===== config.mk =====
export PLATFORM = sky130hd
export DESIGN_NAME = ikl_div_step
export DESIGN_NICKNAME = d
export VERILOG_FILES = /design/src/sv/ikl_pkg.sv /design/src/sv/ikl_div_step.sv
export SDC_FILE = /design/constraint.sdc
export NUM_CORES = 1
export LEC_CHECK = 0
export ABC_AREA = 1
export BUFFER_PORTS_ARGS = -buffer_cell sky130_fd_sc_hd__buf_2
export CORE_UTILIZATION = 45
export DETAILED_ROUTE_END_ITERATION = 16
export PLACE_DENSITY_LB_ADDON = 0.1
export SETUP_SLACK_MARGIN = 0.05
export SLEW_MARGIN = 0
export SYNTH_ARGS = -nofsm -noshare
export SYNTH_HDL_FRONTEND = slang
export SYNTH_SLANG_ARGS = --single-unit
export TNS_END_PERCENT = 10

===== constraint.sdc =====
create_clock -name vclk -period 1.6
set_input_delay 0 -clock vclk [all_inputs]
set_output_delay 0 -clock vclk [all_outputs]
set_load 0.03 [all_outputs]

===== src/sv/ikl_pkg.sv =====
package ikl_pkg;

  // fixed-point setup
  localparam int FRAC_BITS     = 12;
  localparam int CORDIC_STAGES = 16;
  localparam int ANG_FRAC      = FRAC_BITS + 1;
  localparam int ANG_SHIFT     = 30 - ANG_FRAC;
  localparam int TAB_LEN       = 24;
  localparam int CORDIC_N      = (CORDIC_STAGES < TAB_LEN) ? CORDIC_STAGES : TAB_LEN;

  // widths
  localparam int LEN_W = 15;
  localparam int IN_W  = 16;
  localparam int ANG_W = 16;
  localparam int SQ_W  = 62;
  localparam int REM_W = 33;
  localparam int DEN_W = 31;
  localparam int Q_W   = 31;
  localparam int CW    = 50;
  localparam int ZW    = 35;
  localparam int AW    = 36;
  localparam int IDX_W = 2;

  // pipeline depths of the iterative units
  localparam int SQ1_N = 16;
  localparam int DIV_N = 31;
  localparam int SQ2_N = 31;

  localparam logic signed [ZW-1:0] PI_Q30 = 35'sd3373259426;

  // register indexes
  localparam logic [IDX_W-1:0] REG_COXA  = 2'd0;
  localparam logic [IDX_W-1:0] REG_FEMUR = 2'd1;
  localparam logic [IDX_W-1:0] REG_TIBIA = 2'd2;

  localparam logic [LEN_W-1:0] COXA_RST  = 15'd4096;
  localparam logic [LEN_W-1:0] FEMUR_RST = 15'd6554;
  localparam logic [LEN_W-1:0] TIBIA_RST = 15'd8192;

  typedef struct packed {
    logic signed [IN_W-1:0] target_x;
    logic signed [IN_W-1:0] target_y;
    logic signed [IN_W-1:0] target_z;
  } ikl_in_t;

  typedef struct packed {
    logic signed [ANG_W-1:0] coxa_angle;
    logic signed [ANG_W-1:0] femur_angle;
    logic signed [ANG_W-1:0] tibia_angle;
    logic                    out_of_reach;
  } ikl_out_t;

  // values that ride along the pipeline
  typedef struct packed {
    logic signed [IN_W-1:0] x;
    logic signed [IN_W-1:0] y;
    logic signed [IN_W-1:0] z;
    logic signed [17:0]     r;
    logic                   flag;
    logic                   dz;
    logic                   neg;
    logic signed [31:0]     c;
    logic [30:0]            s;
  } ikl_carry_t;

  // arctangent of 2^-i with 30 fraction bits
  function automatic logic signed [ZW-1:0] atan_val(input int unsigned i);
    logic [31:0] v;
    unique case (i)
      0:  v = 32'h3243F6A8;
      1:  v = 32'h1DAC6705;
      2:  v = 32'h0FADBAFC;
      3:  v = 32'h07F56EA6;
      4:  v = 32'h03FEAB76;
      5:  v = 32'h01FFD55B;
      6:  v = 32'h00FFFAAA;
      7:  v = 32'h007FFF55;
      8:  v = 32'h003FFFEA;
      9:  v = 32'h001FFFFD;
      10: v = 32'h000FFFFF;
      11: v = 32'h0007FFFF;
      12: v = 32'h0003FFFF;
      13: v = 32'h0001FFFF;
      14: v = 32'h0000FFFF;
      15: v = 32'h00007FFF;
      16: v = 32'h00003FFF;
      17: v = 32'h00001FFF;
      18: v = 32'h00000FFF;
      19: v = 32'h000007FF;
      20: v = 32'h000003FF;
      21: v = 32'h000001FF;
      22: v = 32'h000000FF;
      23: v = 32'h0000007F;
      default: v = 32'h0;
    endcase
    return $signed(ZW'(v));
  endfunction

endpackage


===== src/sv/ikl_div_step.sv =====
// one quotient bit of a restoring divider
module ikl_div_step (
  input  logic [ikl_pkg::REM_W-1:0] rem_i,
  input  logic [ikl_pkg::DEN_W-1:0] den_i,
  output logic                      ge_o,
  output logic [ikl_pkg::REM_W-1:0] rem_o
);

  logic [ikl_pkg::REM_W-1:0] den_ext;

  always_comb begin
    den_ext = ikl_pkg::REM_W'(den_i);
    ge_o    = (rem_i >= den_ext);
    rem_o   = ge_o ? (rem_i - den_ext) : rem_i;
  end

endmodule


==> results.txt <==
----------------------------------------------------
[Run]
  Count of max-cap constraint violations ... 0

[Worst setup path]
  Delay of the slowest critical-path stage ... 260 ps
  CP Class ... in -> out
  Critical path required time ... 1600 ps
  Biggest fanout along the worst timing path ... 8
  Crit path max-delay cell type ... nor3_1
  Signal arrival time at the worst endpoint ... 2000 ps
  Critical path capture point type ... primary output
  Crit start category ... primary input
  Critical-path cell list ... buf_6, inv_2, ha_4, a21oi_1, inv_1, nor3_1, o21ai_1, nor2_4, nand3_4, buf_12, buf_12, nand2_2, nand2_1, buf_6

[GRT]
  First-pass GRT wire length ... 23.00 mm
  Aggregate global routing overflow ... 0
  Antenna violations before repair ... 0
  Via count of the first global-routing pass ... 5100
  Pin count of the biggest net entering global routing ... 32
  GRT Overall Usage ... 38.64%

[Layout]
  Ratio of cells with drive above 1 in the final layout ... 46.10%
  Final layout net count ... 1009
  Diodes inserted ... 0
  Layout overhead on the synthesized area ... 91.36%
  Post-layout util ... 90.04%
  Fin cells ... 1007
  Seq_cells ... 0
  Number of clock buffer instances in the layout ... 0
  Commonest non-fill, non-tap cells in the layout ... nand2_1, inv_1, buf_4
  Most frequent standard cell in the layout excluding fill and tap cells ... nand2_1
  Combined flip-flop and latch cell area ... 0 sq um

[Power]
  Sequential share of power ... 0%
  Gate power share ... 100.0%
  Switch share ... 56.09%
  Worst ir drop on vdd ... 0.4588 mV
  Total leakage power ... 3.676 nW
  Internal power ... 1.369 mW
  Sw Pwr ... 1.748 mW
  Power per cell area ... 506.8 nW/um^2
  Part of the total power dissipated in the clock network ... 0%

[Routing]
  DRC violations left ... 0
  DR top layer ... met4
  DR WL/cell ... 17.74 um
  Sum of routed wire length over all layers ... 17.87 mm
  Vias per cell ... 5.630
  Violation count after the first detailed-routing iteration ... 504
  Drt first pass iters ... 5
  Remaining antenna violation count ... 0
  Met2 WL ... 8.538 mm
  DRT met1 WL ... 6.276 mm
  Routed via count ... 5669
  Met3 routed wirelength ... 1.898 mm

[Placed design]
  Cell Count Post-Placement ... 973
  Routability-driven placement congestion ratio ... 0.9072
  Buffers on Ports ... 98
  Post-DP HPWL ... 9.512 mm

[Floorplan]
  Chip height ... 86.52 um
  IO Pins ... 98
  Die area ... 7485 sq um
  Rows ... 30
  Floorplan die width ... 86.52 um
  Effective utilization at floorplan ... 47.05%
  Area of the core ... 6832 sq um

[Yosys]
  Post-synthesis instance total ... 697
  Post-Syn Area per Cell ... 4.612 sq um
  Sequential area share after synthesis ... 0%
  Count of cell types in the netlist ... 23
  Yosys Warn Count ... 0
  Post-synthesis cell area ... 3214 sq um
  Net Count, Synth ... 793

[Hold path]
  Min-delay worst type ... in -> out

[STA]
  Least-Margin Pin Slew ... 315.7 ps
  Setup repair after global routing missed its margin ... true
  Post-route clock period utilization ... 125.1%
  Final count of negative-setup-slack endpoints ... 34
  Slew Limit Headroom ... 78.79%
  Max Slew Vio Count ... 0
  Number of hold violations in the final report ... 0
  Worst setup margin ... -402.4 ps
  Highest achievable clock rate ... 499.4 MHz
  Fin crit period ... 2002 ps

[Status]
  Status ... finished with violations
  Violations in the final reports ... setup timing

[Clock tree]
  Post-cts hold buffer count ... 0

----------------------------------------------------
[logic make-up (layout without fill, tap and decap cells)]
group / Yosys count / count (layout) / synth area share (%)
AOI/OAI and AO/OA: 19 / 19 / 3.114
and+or+nand+nor: 443 / 443 / 57.34
buffers and inverters: 188 / 402 / 22.77
adders and majority gates: 32 / 32 / 12.69
xor gates and xnor gates: 15 / 15 / 4.087
[power groups by stage]
stage | registers [mW] | logic, mW | clock network, mW
finish | 0 | 3.12 | 0
floorplan | 0 | 1.26 | 0
global placement | 0 | 2.01 | 0
CTS | 0 | 2.65 | 0
global route | 0 | 3.27 | 0
detailed placement | 0 | 2.04 | 0
[worst max-delay path: cells and delay by family]
kind / cells / cell delay (ps)
buf+inv: 6 / 740
simple gates: 5 / 730
compound gates: 2 / 320
fa+ha+maj: 1 / 210
[layer usage]
metal	vias to the layer above	global-route usage [%]
met2	445	73.81
met4	0	9.697
li1	2515	-
met5	-	0
met1	2567	45.82
met3	142	3.714
[stage by stage]
stage	instance area (sq um)	hold slack [ps]	setup TNS (ps)	power, mW	setup slack (ps)
after floorplan	3217	199.3	-2.201	1.263	-0.3668
final	6151	375.7	-10630	3.118	-402.4
after detailed placement	4487	390.4	-9601	2.042	-354.0
after global placement	4487	384.5	-9599	2.014	-314.2
after global routing	6151	388.2	-11740	3.266	-422.0
after CTS	5605	374.2	-2477	2.647	-87.58
[worst paths after layout]
check             cells past startpoint  slack, ps   endpoint  startpoint
setup / recovery                     14       -400  rem_o[29]   den_i[30]
hold / removal                        4        380  rem_o[28]   rem_i[28]
[cell usage after synthesis, types with 2 or more instances]
| library cell | count | area (sq um) |
|---|---|---|
| and2_1 | 5 | 31.28 |
| nand3_1 | 29 | 145.1 |
| a21o_1 | 2 | 15.01 |
| nand3_2 | 2 | 20.02 |
| ha_1 | 31 | 387.9 |
| nor2_2 | 3 | 18.77 |
| buf_2 | 3 | 15.01 |
| a21oi_1 | 16 | 80.08 |
| inv_2 | 3 | 11.26 |
| nor2_1 | 37 | 138.9 |
| buf_6 | 3 | 33.78 |
| nand4_1 | 35 | 219.0 |
| nand2_1 | 324 | 1216 |
| xor2_1 | 14 | 122.6 |
| nor3_1 | 5 | 25.02 |
| inv_1 | 173 | 649.4 |
| clkbuf_1 | 6 | 22.52 |
[cell type report]
cell class / instances / area [sq um]
Timing Repair Buffer: 226 / 1951
Multi-Input combinational cell: 509 / 3412
Fill cell: 345 / 680.7
Tap cell: 96 / 120.1
Inverter: 176 / 668.1
[repair_timing]
item                                    4_1_cts  5_1_grt
cloned                                        2        2
setup buffers                                19       11
endpoints found under the setup margin       34       34
pin swaps                                    40       46
resized for setup                           213      120
(Power assumes the default switching activity.)
