[src/sv/ikl_pkg.sv]
package ikl_pkg;

  // fixed-point setup
  localparam int FRAC_BITS     = 12;
  localparam int CORDIC_STAGES = 16;
  localparam int ANG_FRAC      = FRAC_BITS + 1;
  localparam int ANG_SHIFT     = 30 - ANG_FRAC;
  localparam int TAB_LEN       = 24;
  localparam int CORDIC_N      = (CORDIC_STAGES < TAB_LEN) ? CORDIC_STAGES : TAB_LEN;

  // widths
  localparam int LEN_W = 15;
  localparam int IN_W  = 16;
  localparam int ANG_W = 16;
  localparam int SQ_W  = 62;
  localparam int REM_W = 33;
  localparam int DEN_W = 31;
  localparam int Q_W   = 31;
  localparam int CW    = 50;
  localparam int ZW    = 35;
  localparam int AW    = 36;
  localparam int IDX_W = 2;

  // pipeline depths of the iterative units
  localparam int SQ1_N = 16;
  localparam int DIV_N = 31;
  localparam int SQ2_N = 31;

  localparam logic signed [ZW-1:0] PI_Q30 = 35'sd3373259426;

  // register indexes
  localparam logic [IDX_W-1:0] REG_COXA  = 2'd0;
  localparam logic [IDX_W-1:0] REG_FEMUR = 2'd1;
  localparam logic [IDX_W-1:0] REG_TIBIA = 2'd2;

  localparam logic [LEN_W-1:0] COXA_RST  = 15'd4096;
  localparam logic [LEN_W-1:0] FEMUR_RST = 15'd6554;
  localparam logic [LEN_W-1:0] TIBIA_RST = 15'd8192;

  typedef struct packed {
    logic signed [IN_W-1:0] target_x;
    logic signed [IN_W-1:0] target_y;
    logic signed [IN_W-1:0] target_z;
  } ikl_in_t;

  typedef struct packed {
    logic signed [ANG_W-1:0] coxa_angle;
    logic signed [ANG_W-1:0] femur_angle;
    logic signed [ANG_W-1:0] tibia_angle;
    logic                    out_of_reach;
  } ikl_out_t;

  // values that ride along the pipeline
  typedef struct packed {
    logic signed [IN_W-1:0] x;
    logic signed [IN_W-1:0] y;
    logic signed [IN_W-1:0] z;
    logic signed [17:0]     r;
    logic                   flag;
    logic                   dz;
    logic                   neg;
    logic signed [31:0]     c;
    logic [30:0]            s;
  } ikl_carry_t;

  // arctangent of 2^-i with 30 fraction bits
  function automatic logic signed [ZW-1:0] atan_val(input int unsigned i);
    logic [31:0] v;
    unique case (i)
      0:  v = 32'h3243F6A8;
      1:  v = 32'h1DAC6705;
      2:  v = 32'h0FADBAFC;
      3:  v = 32'h07F56EA6;
      4:  v = 32'h03FEAB76;
      5:  v = 32'h01FFD55B;
      6:  v = 32'h00FFFAAA;
      7:  v = 32'h007FFF55;
      8:  v = 32'h003FFFEA;
      9:  v = 32'h001FFFFD;
      10: v = 32'h000FFFFF;
      11: v = 32'h0007FFFF;
      12: v = 32'h0003FFFF;
      13: v = 32'h0001FFFF;
      14: v = 32'h0000FFFF;
      15: v = 32'h00007FFF;
      16: v = 32'h00003FFF;
      17: v = 32'h00001FFF;
      18: v = 32'h00000FFF;
      19: v = 32'h000007FF;
      20: v = 32'h000003FF;
      21: v = 32'h000001FF;
      22: v = 32'h000000FF;
      23: v = 32'h0000007F;
      default: v = 32'h0;
    endcase
    return $signed(ZW'(v));
  endfunction

endpackage

[src/sv/ikl_cordic_step.sv]
// one vectoring rotation, shifts round toward minus infinity
module ikl_cordic_step (
  input  logic signed [ikl_pkg::CW-1:0] x_i,
  input  logic signed [ikl_pkg::CW-1:0] y_i,
  input  logic signed [ikl_pkg::ZW-1:0] z_i,
  input  logic [4:0]                    sh_i,
  input  logic signed [ikl_pkg::ZW-1:0] atan_i,
  output logic signed [ikl_pkg::CW-1:0] x_o,
  output logic signed [ikl_pkg::CW-1:0] y_o,
  output logic signed [ikl_pkg::ZW-1:0] z_o
);

  logic signed [ikl_pkg::CW-1:0] dx;
  logic signed [ikl_pkg::CW-1:0] dy;

  always_comb begin
    dx = y_i >>> sh_i;
    dy = x_i >>> sh_i;
    if (!y_i[ikl_pkg::CW-1]) begin
      x_o = x_i + dx;
      y_o = y_i - dy;
      z_o = z_i + atan_i;
    end else begin
      x_o = x_i - dx;
      y_o = y_i + dy;
      z_o = z_i - atan_i;
    end
  end

endmodule

[config.mk]
export PLATFORM = sky130hd
export DESIGN_NAME = ikl_cordic_step
export DESIGN_NICKNAME = d
export VERILOG_FILES = /design/src/sv/ikl_pkg.sv /design/src/sv/ikl_cordic_step.sv
export SDC_FILE = /design/constraint.sdc
export NUM_CORES = 1
export LEC_CHECK = 0
export BUFFER_PORTS_ARGS = -buffer_cell sky130_fd_sc_hd__buf_2
export CORE_MARGIN = 2
export CORE_UTILIZATION = 30
export DETAILED_ROUTE_END_ITERATION = 12
export PLACE_DENSITY = 0.5
export REMOVE_ABC_BUFFERS = 1
export SETUP_SLACK_MARGIN = 0.4
export SLEW_MARGIN = 10
export SYNTH_ARGS = -nofsm -noshare
export SYNTH_HDL_FRONTEND = slang
export SYNTH_SLANG_ARGS = --single-unit
[constraint.sdc]
create_clock -name vclk -period 8.93
set_input_delay 1.786 -clock vclk [all_inputs]
set_output_delay 1.786 -clock vclk [all_outputs]
set_load 0.02 [all_outputs]
==> results of run 1 <==
[worst max-delay path, delay by kind of cell]
kind,cells,cell delay [ps]
buffers and inverters,9,1330
AND/OR/NAND/NOR,7,1100
adder cells (fa/ha/maj),1,230
XOR/XNOR,1,190
AO/OA/AOI/OAI,10,2340
multiplexers,1,510
[logic make-up (layout without fill, tap and decap cells)]
family                   after synthesis  in the layout  share of synthesized area [%]
AND/OR/NAND/NOR                      673            673                          18.47
adder cells (fa/ha/maj)              140            140                          9.646
AO/OA/AOI/OAI                        727            727                          26.10
buffers and inverters                195           1307                          5.938
multiplexers                         311            311                          28.80
other                                  0              2                              0
XOR/XNOR                             232            232                          11.05
[cell usage in the layout (no fill, tap or decap), types with 19 or more instances in the layout]
master	n
a21oi_1	183
nor2_1	163
and3_1	19
a211oi_1	29
o21a_1	24
o21bai_1	22
ha_1	128
inv_1	58
mux4_1	21
o21ai_0	76
a31oi_1	26
xnor2_1	153
mux4_2	137
nand3_1	43
buf_4	938
a21o_1	73
nor3_1	41
a21oi_2	36
xor2_1	65
nand2_1	179
mux2i_1	78
buf_2	232
and2_1	29
o21ai_1	23
mux2_2	61
buf_6	45
nand2b_1	27
[timing repair]
| action | in CTS | in global routing |
|---|---|---|
| pin swaps | 98 | 128 |
| resized for setup | 268 | 195 |
| endpoints found under the hold margin | 0 | 0 |
| cloned | 2 | 1 |
| endpoints found under the setup margin | 67 | 71 |
| buffers inserted | 57 | 43 |
[synth_stat cells (9+ instances only)]
cell | instances | area, um^2
a22oi_1 | 14 | 105.1
buf_2 | 27 | 135.1
nand2_1 | 184 | 690.7
clkbuf_1 | 51 | 191.4
and2_1 | 34 | 212.7
a211oi_1 | 40 | 300.3
a31oi_1 | 33 | 206.5
o21a_1 | 26 | 195.2
o21ai_1 | 10 | 50.05
or3_1 | 10 | 62.56
a221oi_1 | 12 | 105.1
mux2i_1 | 83 | 830.8
buf_1 | 17 | 63.81
or2_2 | 12 | 75.07
mux2_2 | 69 | 777.0
o21bai_1 | 26 | 195.2
nand4_1 | 15 | 93.84
nor3_1 | 43 | 215.2
mux4_1 | 32 | 840.8
ha_1 | 137 | 1714
buf_12 | 9 | 180.2
nand3_1 | 49 | 245.2
xor2_1 | 67 | 586.8
a31o_2 | 9 | 78.83
buf_6 | 18 | 202.7
nor2_1 | 184 | 690.7
mux4_2 | 126 | 2838
a21boi_0 | 12 | 90.09
o22ai_1 | 19 | 118.9
and3_1 | 27 | 168.9
nor2b_1 | 22 | 137.6
a22o_1 | 10 | 87.58
o21ai_0 | 103 | 515.5
o211ai_1 | 17 | 127.6
inv_1 | 59 | 221.5
o31ai_1 | 13 | 97.59
buf_4 | 9 | 67.56
xnor2_1 | 165 | 1445
nand2b_1 | 28 | 175.2
a21oi_1 | 222 | 1111
a21o_1 | 73 | 548.0
[power by group through the flow]
stage / clock, mW / sequential [mW] / combinational (mW)
after floorplan: 0 / 0 / 1.76
after global placement: 0 / 0 / 3.26
after detailed placement: 0 / 0 / 3.28
after CTS: 0 / 0 / 3.53
after global routing: 0.0000000150 / 0 / 4.02
final: 0.0000000300 / 0 / 3.76
[layer usage]
layer	track usage, %	vias to the layer above	part of all wire (%)	wire length [um]
met5	0	-	0	0
met4	8.146	0	3.4	3185
met3	2.703	144	5.9	5560
met2	50.75	919	50	46600
met1	34.87	11547	41	38440
li1	-	11068	-	-
[area by class of cell]
type	count	area [um^2]
diodes	2	5.005
well taps	782	978.4
multi-input cells	2083	18540
fillers	5941	31400
repair buffers	1244	9308
inverters	63	239.0
[per-stage QoR]
| step | cell area [um^2] | cells | util [%] | TNS [ps] |
|---|---|---|---|---|
| after global routing | 29070 | 4173 | 48.07 | -14240 |
| after CTS | 27880 | 4128 | 46.11 | -3662 |
| after floorplan | 17540 | 2146 | - | -4179 |
| after detailed placement | 26490 | 4069 | 43.81 | -22610 |
| after global placement | 26490 | 4069 | 43.81 | -19440 |
| final | 29070 | 4174 | 48.08 | -5129 |
[final timing paths]
| path | start | endpoint | slack [ps] | cells past startpoint |
|---|---|---|---|---|
| worst min-delay path | y_i[0] | y_o[0] | 3990 | 3 |
| worst max-delay path | sh_i[0] | x_o[48] | -390 | 29 |
==> flow_summary.toml, run 1 <==
[route]
dr.pass1.iters = 9
drt-total-wl_um = 93780
remaining_drc_errors = 0
drtIter0Drc = 1737
viasPerCell = 5.673
vias = 23678
wire_per_inst_um = 22.47
ant_nets = 0

[setup_path]
arrival_ps = 7530
crit_path_start_kind = "input port"
end_kind = "output pin"
worst-path-max-fanout = 5
cpMaxStageDelayCell = "mux4_2"
path_class = "in -> out"
crit_path_max_incr_delay_ps = 510
path_common_cell = "buf_4"
worstPathRequired_ps = 7140

[synthesis]
syn_area_um2 = 18390
syn_inst = 2278
yosys_warnings = 0
synth.distinct_cells = 105
postSynthAreaPerCell_um2 = 8.075
seq_area_frac_synth_pct = 0

[sta]
hold_viol = 0
holdWs_ps = 3994
timing.final.ws_setup_ps = -386.8
fmax_ghz = 0.1073
finalSetupViolCount = 25
slew_headroom_pct = 41.25
finalWorstPathRequiredPeriod_ps = 9317
slew_viol_final = 0
rsz0062_at_grt = "true"
tightest_slew_ps = 872.0
finalCritPeriodShare_pct = 104.3

[place]
post-place-ws_ps = -991.2
gp_congestion = 0.9647
hpwl_um = 77390
io_buffers = 310

[final_layout]
fin_nets = 3707
clkbuf_count = 0
drive_gt1_share_pct = 50.47
synthToLayoutAreaGrowth_pct = 58.05
register_area_um2 = 0
seq_cells = 0

[power_and_ir_drop]
p_int_mw = 1.809
pwr-share-seq_pct = 0
ir_drop_uv = 87.48
combPwrFrac_pct = 100.0
switching_share_pct = 51.90
power_mw = 3.761
power-per-cell-area_nw_per_um2 = 129.4
pwr-share-clk_pct = 0
switchingPower_mw = 1.952
p_leak_nw = 13.39

[job]
max_cap_violations = 0

[global_routing]
global_route.usage.total_pct = 27.95
first_global_vias = 23628
grt_max_degree = 71
grt_pass1_wl_um = 139100
overflow = 0
antenna_found_initial = 2

[floorplan]
die_w_um = 251.6
start_util_pct = 30.42
core-area_um2 = 60470
io_pins = 310
die_h_um = 251.6
die_area_um2 = 63310
rows = 90

[hold_path]
hp-class = "in -> out"

[clock_network]
holdBufCountCts = 0

[status]
violations = "setup timing"
status = "complete, but fails checks"
Note: power is estimated with default switching activity, not from simulation.
==> run 2: changes to the inputs <==
BUFFER_PORTS_ARGS = unset   (was -buffer_cell sky130_fd_sc_hd__buf_2)
CORE_ASPECT_RATIO = 0.75   (was unset)
DONT_BUFFER_PORTS = 1   (was unset)
PLACE_DENSITY = 0.44   (was 0.5)
clock period = 11.4 ns   (was 8.93 ns; I/O delays follow)
==> run 2 against run 1 <==
The flow now finishes without violations; via count shrank 20%; core utilization is 16 points lower; non-clock buffer count down 1187; cell count is 28% lower; global-route usage decreased by 3.7 points; first-iteration DRC count increased by 17%; count of clock-buffer cells in the layout did not move; sequential cell count did not move; die area is essentially flat; worst hold slack better by 760 ps; design area fell by 34%; wire length is 14% lower.
==> flow_summary.toml, run 2 (same netlist as run 1, synthesis figures left out) <==
[setup_path]
crit_path_max_incr_delay_ps = 590
cpMaxStageDelayCell = "mux2i_1"
path_buf_inv = 5
crit_path_start_kind = "input port"
critPathTopFamily = "simple AND/OR/NAND/NOR gates"
end_kind = "output pin"
path_class = "in -> out"
worst-path-max-fanout = 116
worstPathRequired_ps = 9120
path_common_cell = "buf_4"
path_cells = "clkinv_2 -> buf_4 -> mux2i_1 -> a21oi_1 -> a311o_1 -> or3_4 -> nor2_1 -> and4_1 -> a21oi_1 -> xor2_1 -> ha_1 -> and3_1 -> nand2_1 -> nor3_1 -> a31oi_2 -> buf_4 -> nand3_1 -> a311oi_2 -> buf_4 -> nor3_2 -> a21oi_1 -> o311ai_1 -> buf_4"
arrival_ps = 8540

[final_layout]
drive_gt1_share_pct = 15.07
multi_input_area_um2 = 17410
fillers = 6503
synthToLayoutAreaGrowth_pct = 3.870
final_common_cell = "a21oi_1"
layout_common_cells = "a21oi_1 (221), nand2_1 (184), nor2_1 (184)"
fin_nets = 2520
clkbuf_count = 0
seq_cells = 0
stdcell_count = 3008
register_area_um2 = 0

[status]
status = "completed"

[route]
met2_length_um = 35180
viasPerCell = 6.288
vias = 18914
remaining_drc_errors = 0
dr.pass1.iters = 7
ant_nets = 0
drt-total-wl_um = 81100
met1_length_um = 36390
dr_wl_met3_um = 8311
maxUsedRoutingLayer = "met4"
wire_per_inst_um = 26.96
drtIter0Drc = 2027

[sta]
finalCritPeriodShare_pct = 94.89
fmax_ghz = 0.09244
slew_headroom_pct = 14.86
slew_viol_final = 0
fin_tns_setup_ps = 0
tightest_slew_ps = 1275
hold_viol = 0
rsz0062_at_grt = "true"
finalWorstPathRequiredPeriod_ps = 10820
finalSetupViolCount = 0

[place]
placedCellCount = 2998
hpwl_um = 65230
gp_congestion = 0.9671
io_buffers = 0

[floorplan]
die_h_um = 218.4
io_pins = 310
rows = 78
start_util_pct = 30.40
core-area_um2 = 60510
die_w_um = 289.9
die_area_um2 = 63330

[clock_network]
holdBufCountCts = 0

[hold_path]
hp-class = "in -> out"

[global_routing]
grt_max_degree = 163
first_global_vias = 17476
global_route.usage.total_pct = 24.21
overflow = 0
grt_pass1_wl_um = 118600
antenna_found_initial = 2

[job]
max_cap_violations = 0
==> run 2: cell count changes in the layout (fill, tap and decap cells not counted), moves of 16 or more <==
cell	before	now
buf_2	232	1
a21oi_2	36	1
o21ai_0	76	102
buf_12	17	1
nor2_1	163	184
buf_6	45	0
a21oi_1	183	221
buf_4	938	55
==> run 2: stage by stage <==
step	cell area, um^2	hold WS, ps	utilization, %	worst slack [ps]
after floorplan	17540	4742	-	1045
after global placement	18940	4753	31.30	213.6
after detailed placement	18940	4751	31.30	303.5
after CTS	18940	4756	31.31	400.4
after global routing	19090	4767	31.56	342.5
final	19110	4750	31.58	582.7
==> run 2: final timing paths <==
path                  startpoint       to  slack [ps]  cells after the start
worst min-delay path   atan_i[0]   z_o[0]        4750                      2
worst max-delay path     sh_i[2]  x_o[48]         580                     23
==> run 2: area by class of cell <==
cell class,count,share of cell area [%]
Antenna cell,5,0.06549
Inverter,63,1.257
Multi-Input combinational cell,2083,91.15
Tap cell,800,5.239
Timing Repair Buffer,57,2.292
==> run 2: per-layer routing <==
metal  vias up  global-route usage, %
li1       8693                      -
met1      9216                  34.63
met2       931                  37.04
met3        74                  6.509
met4         0                  3.194
met5         -                      0
==> run 2: repair_timing <==
| action | CTS | global route |
|---|---|---|
| resized for setup | 1 | 25 |
| pin swaps | 0 | 3 |
| setup buffers | 0 | 5 |
| gates cloned | 0 | 0 |
| endpoints found under the setup margin | 4 | 23 |
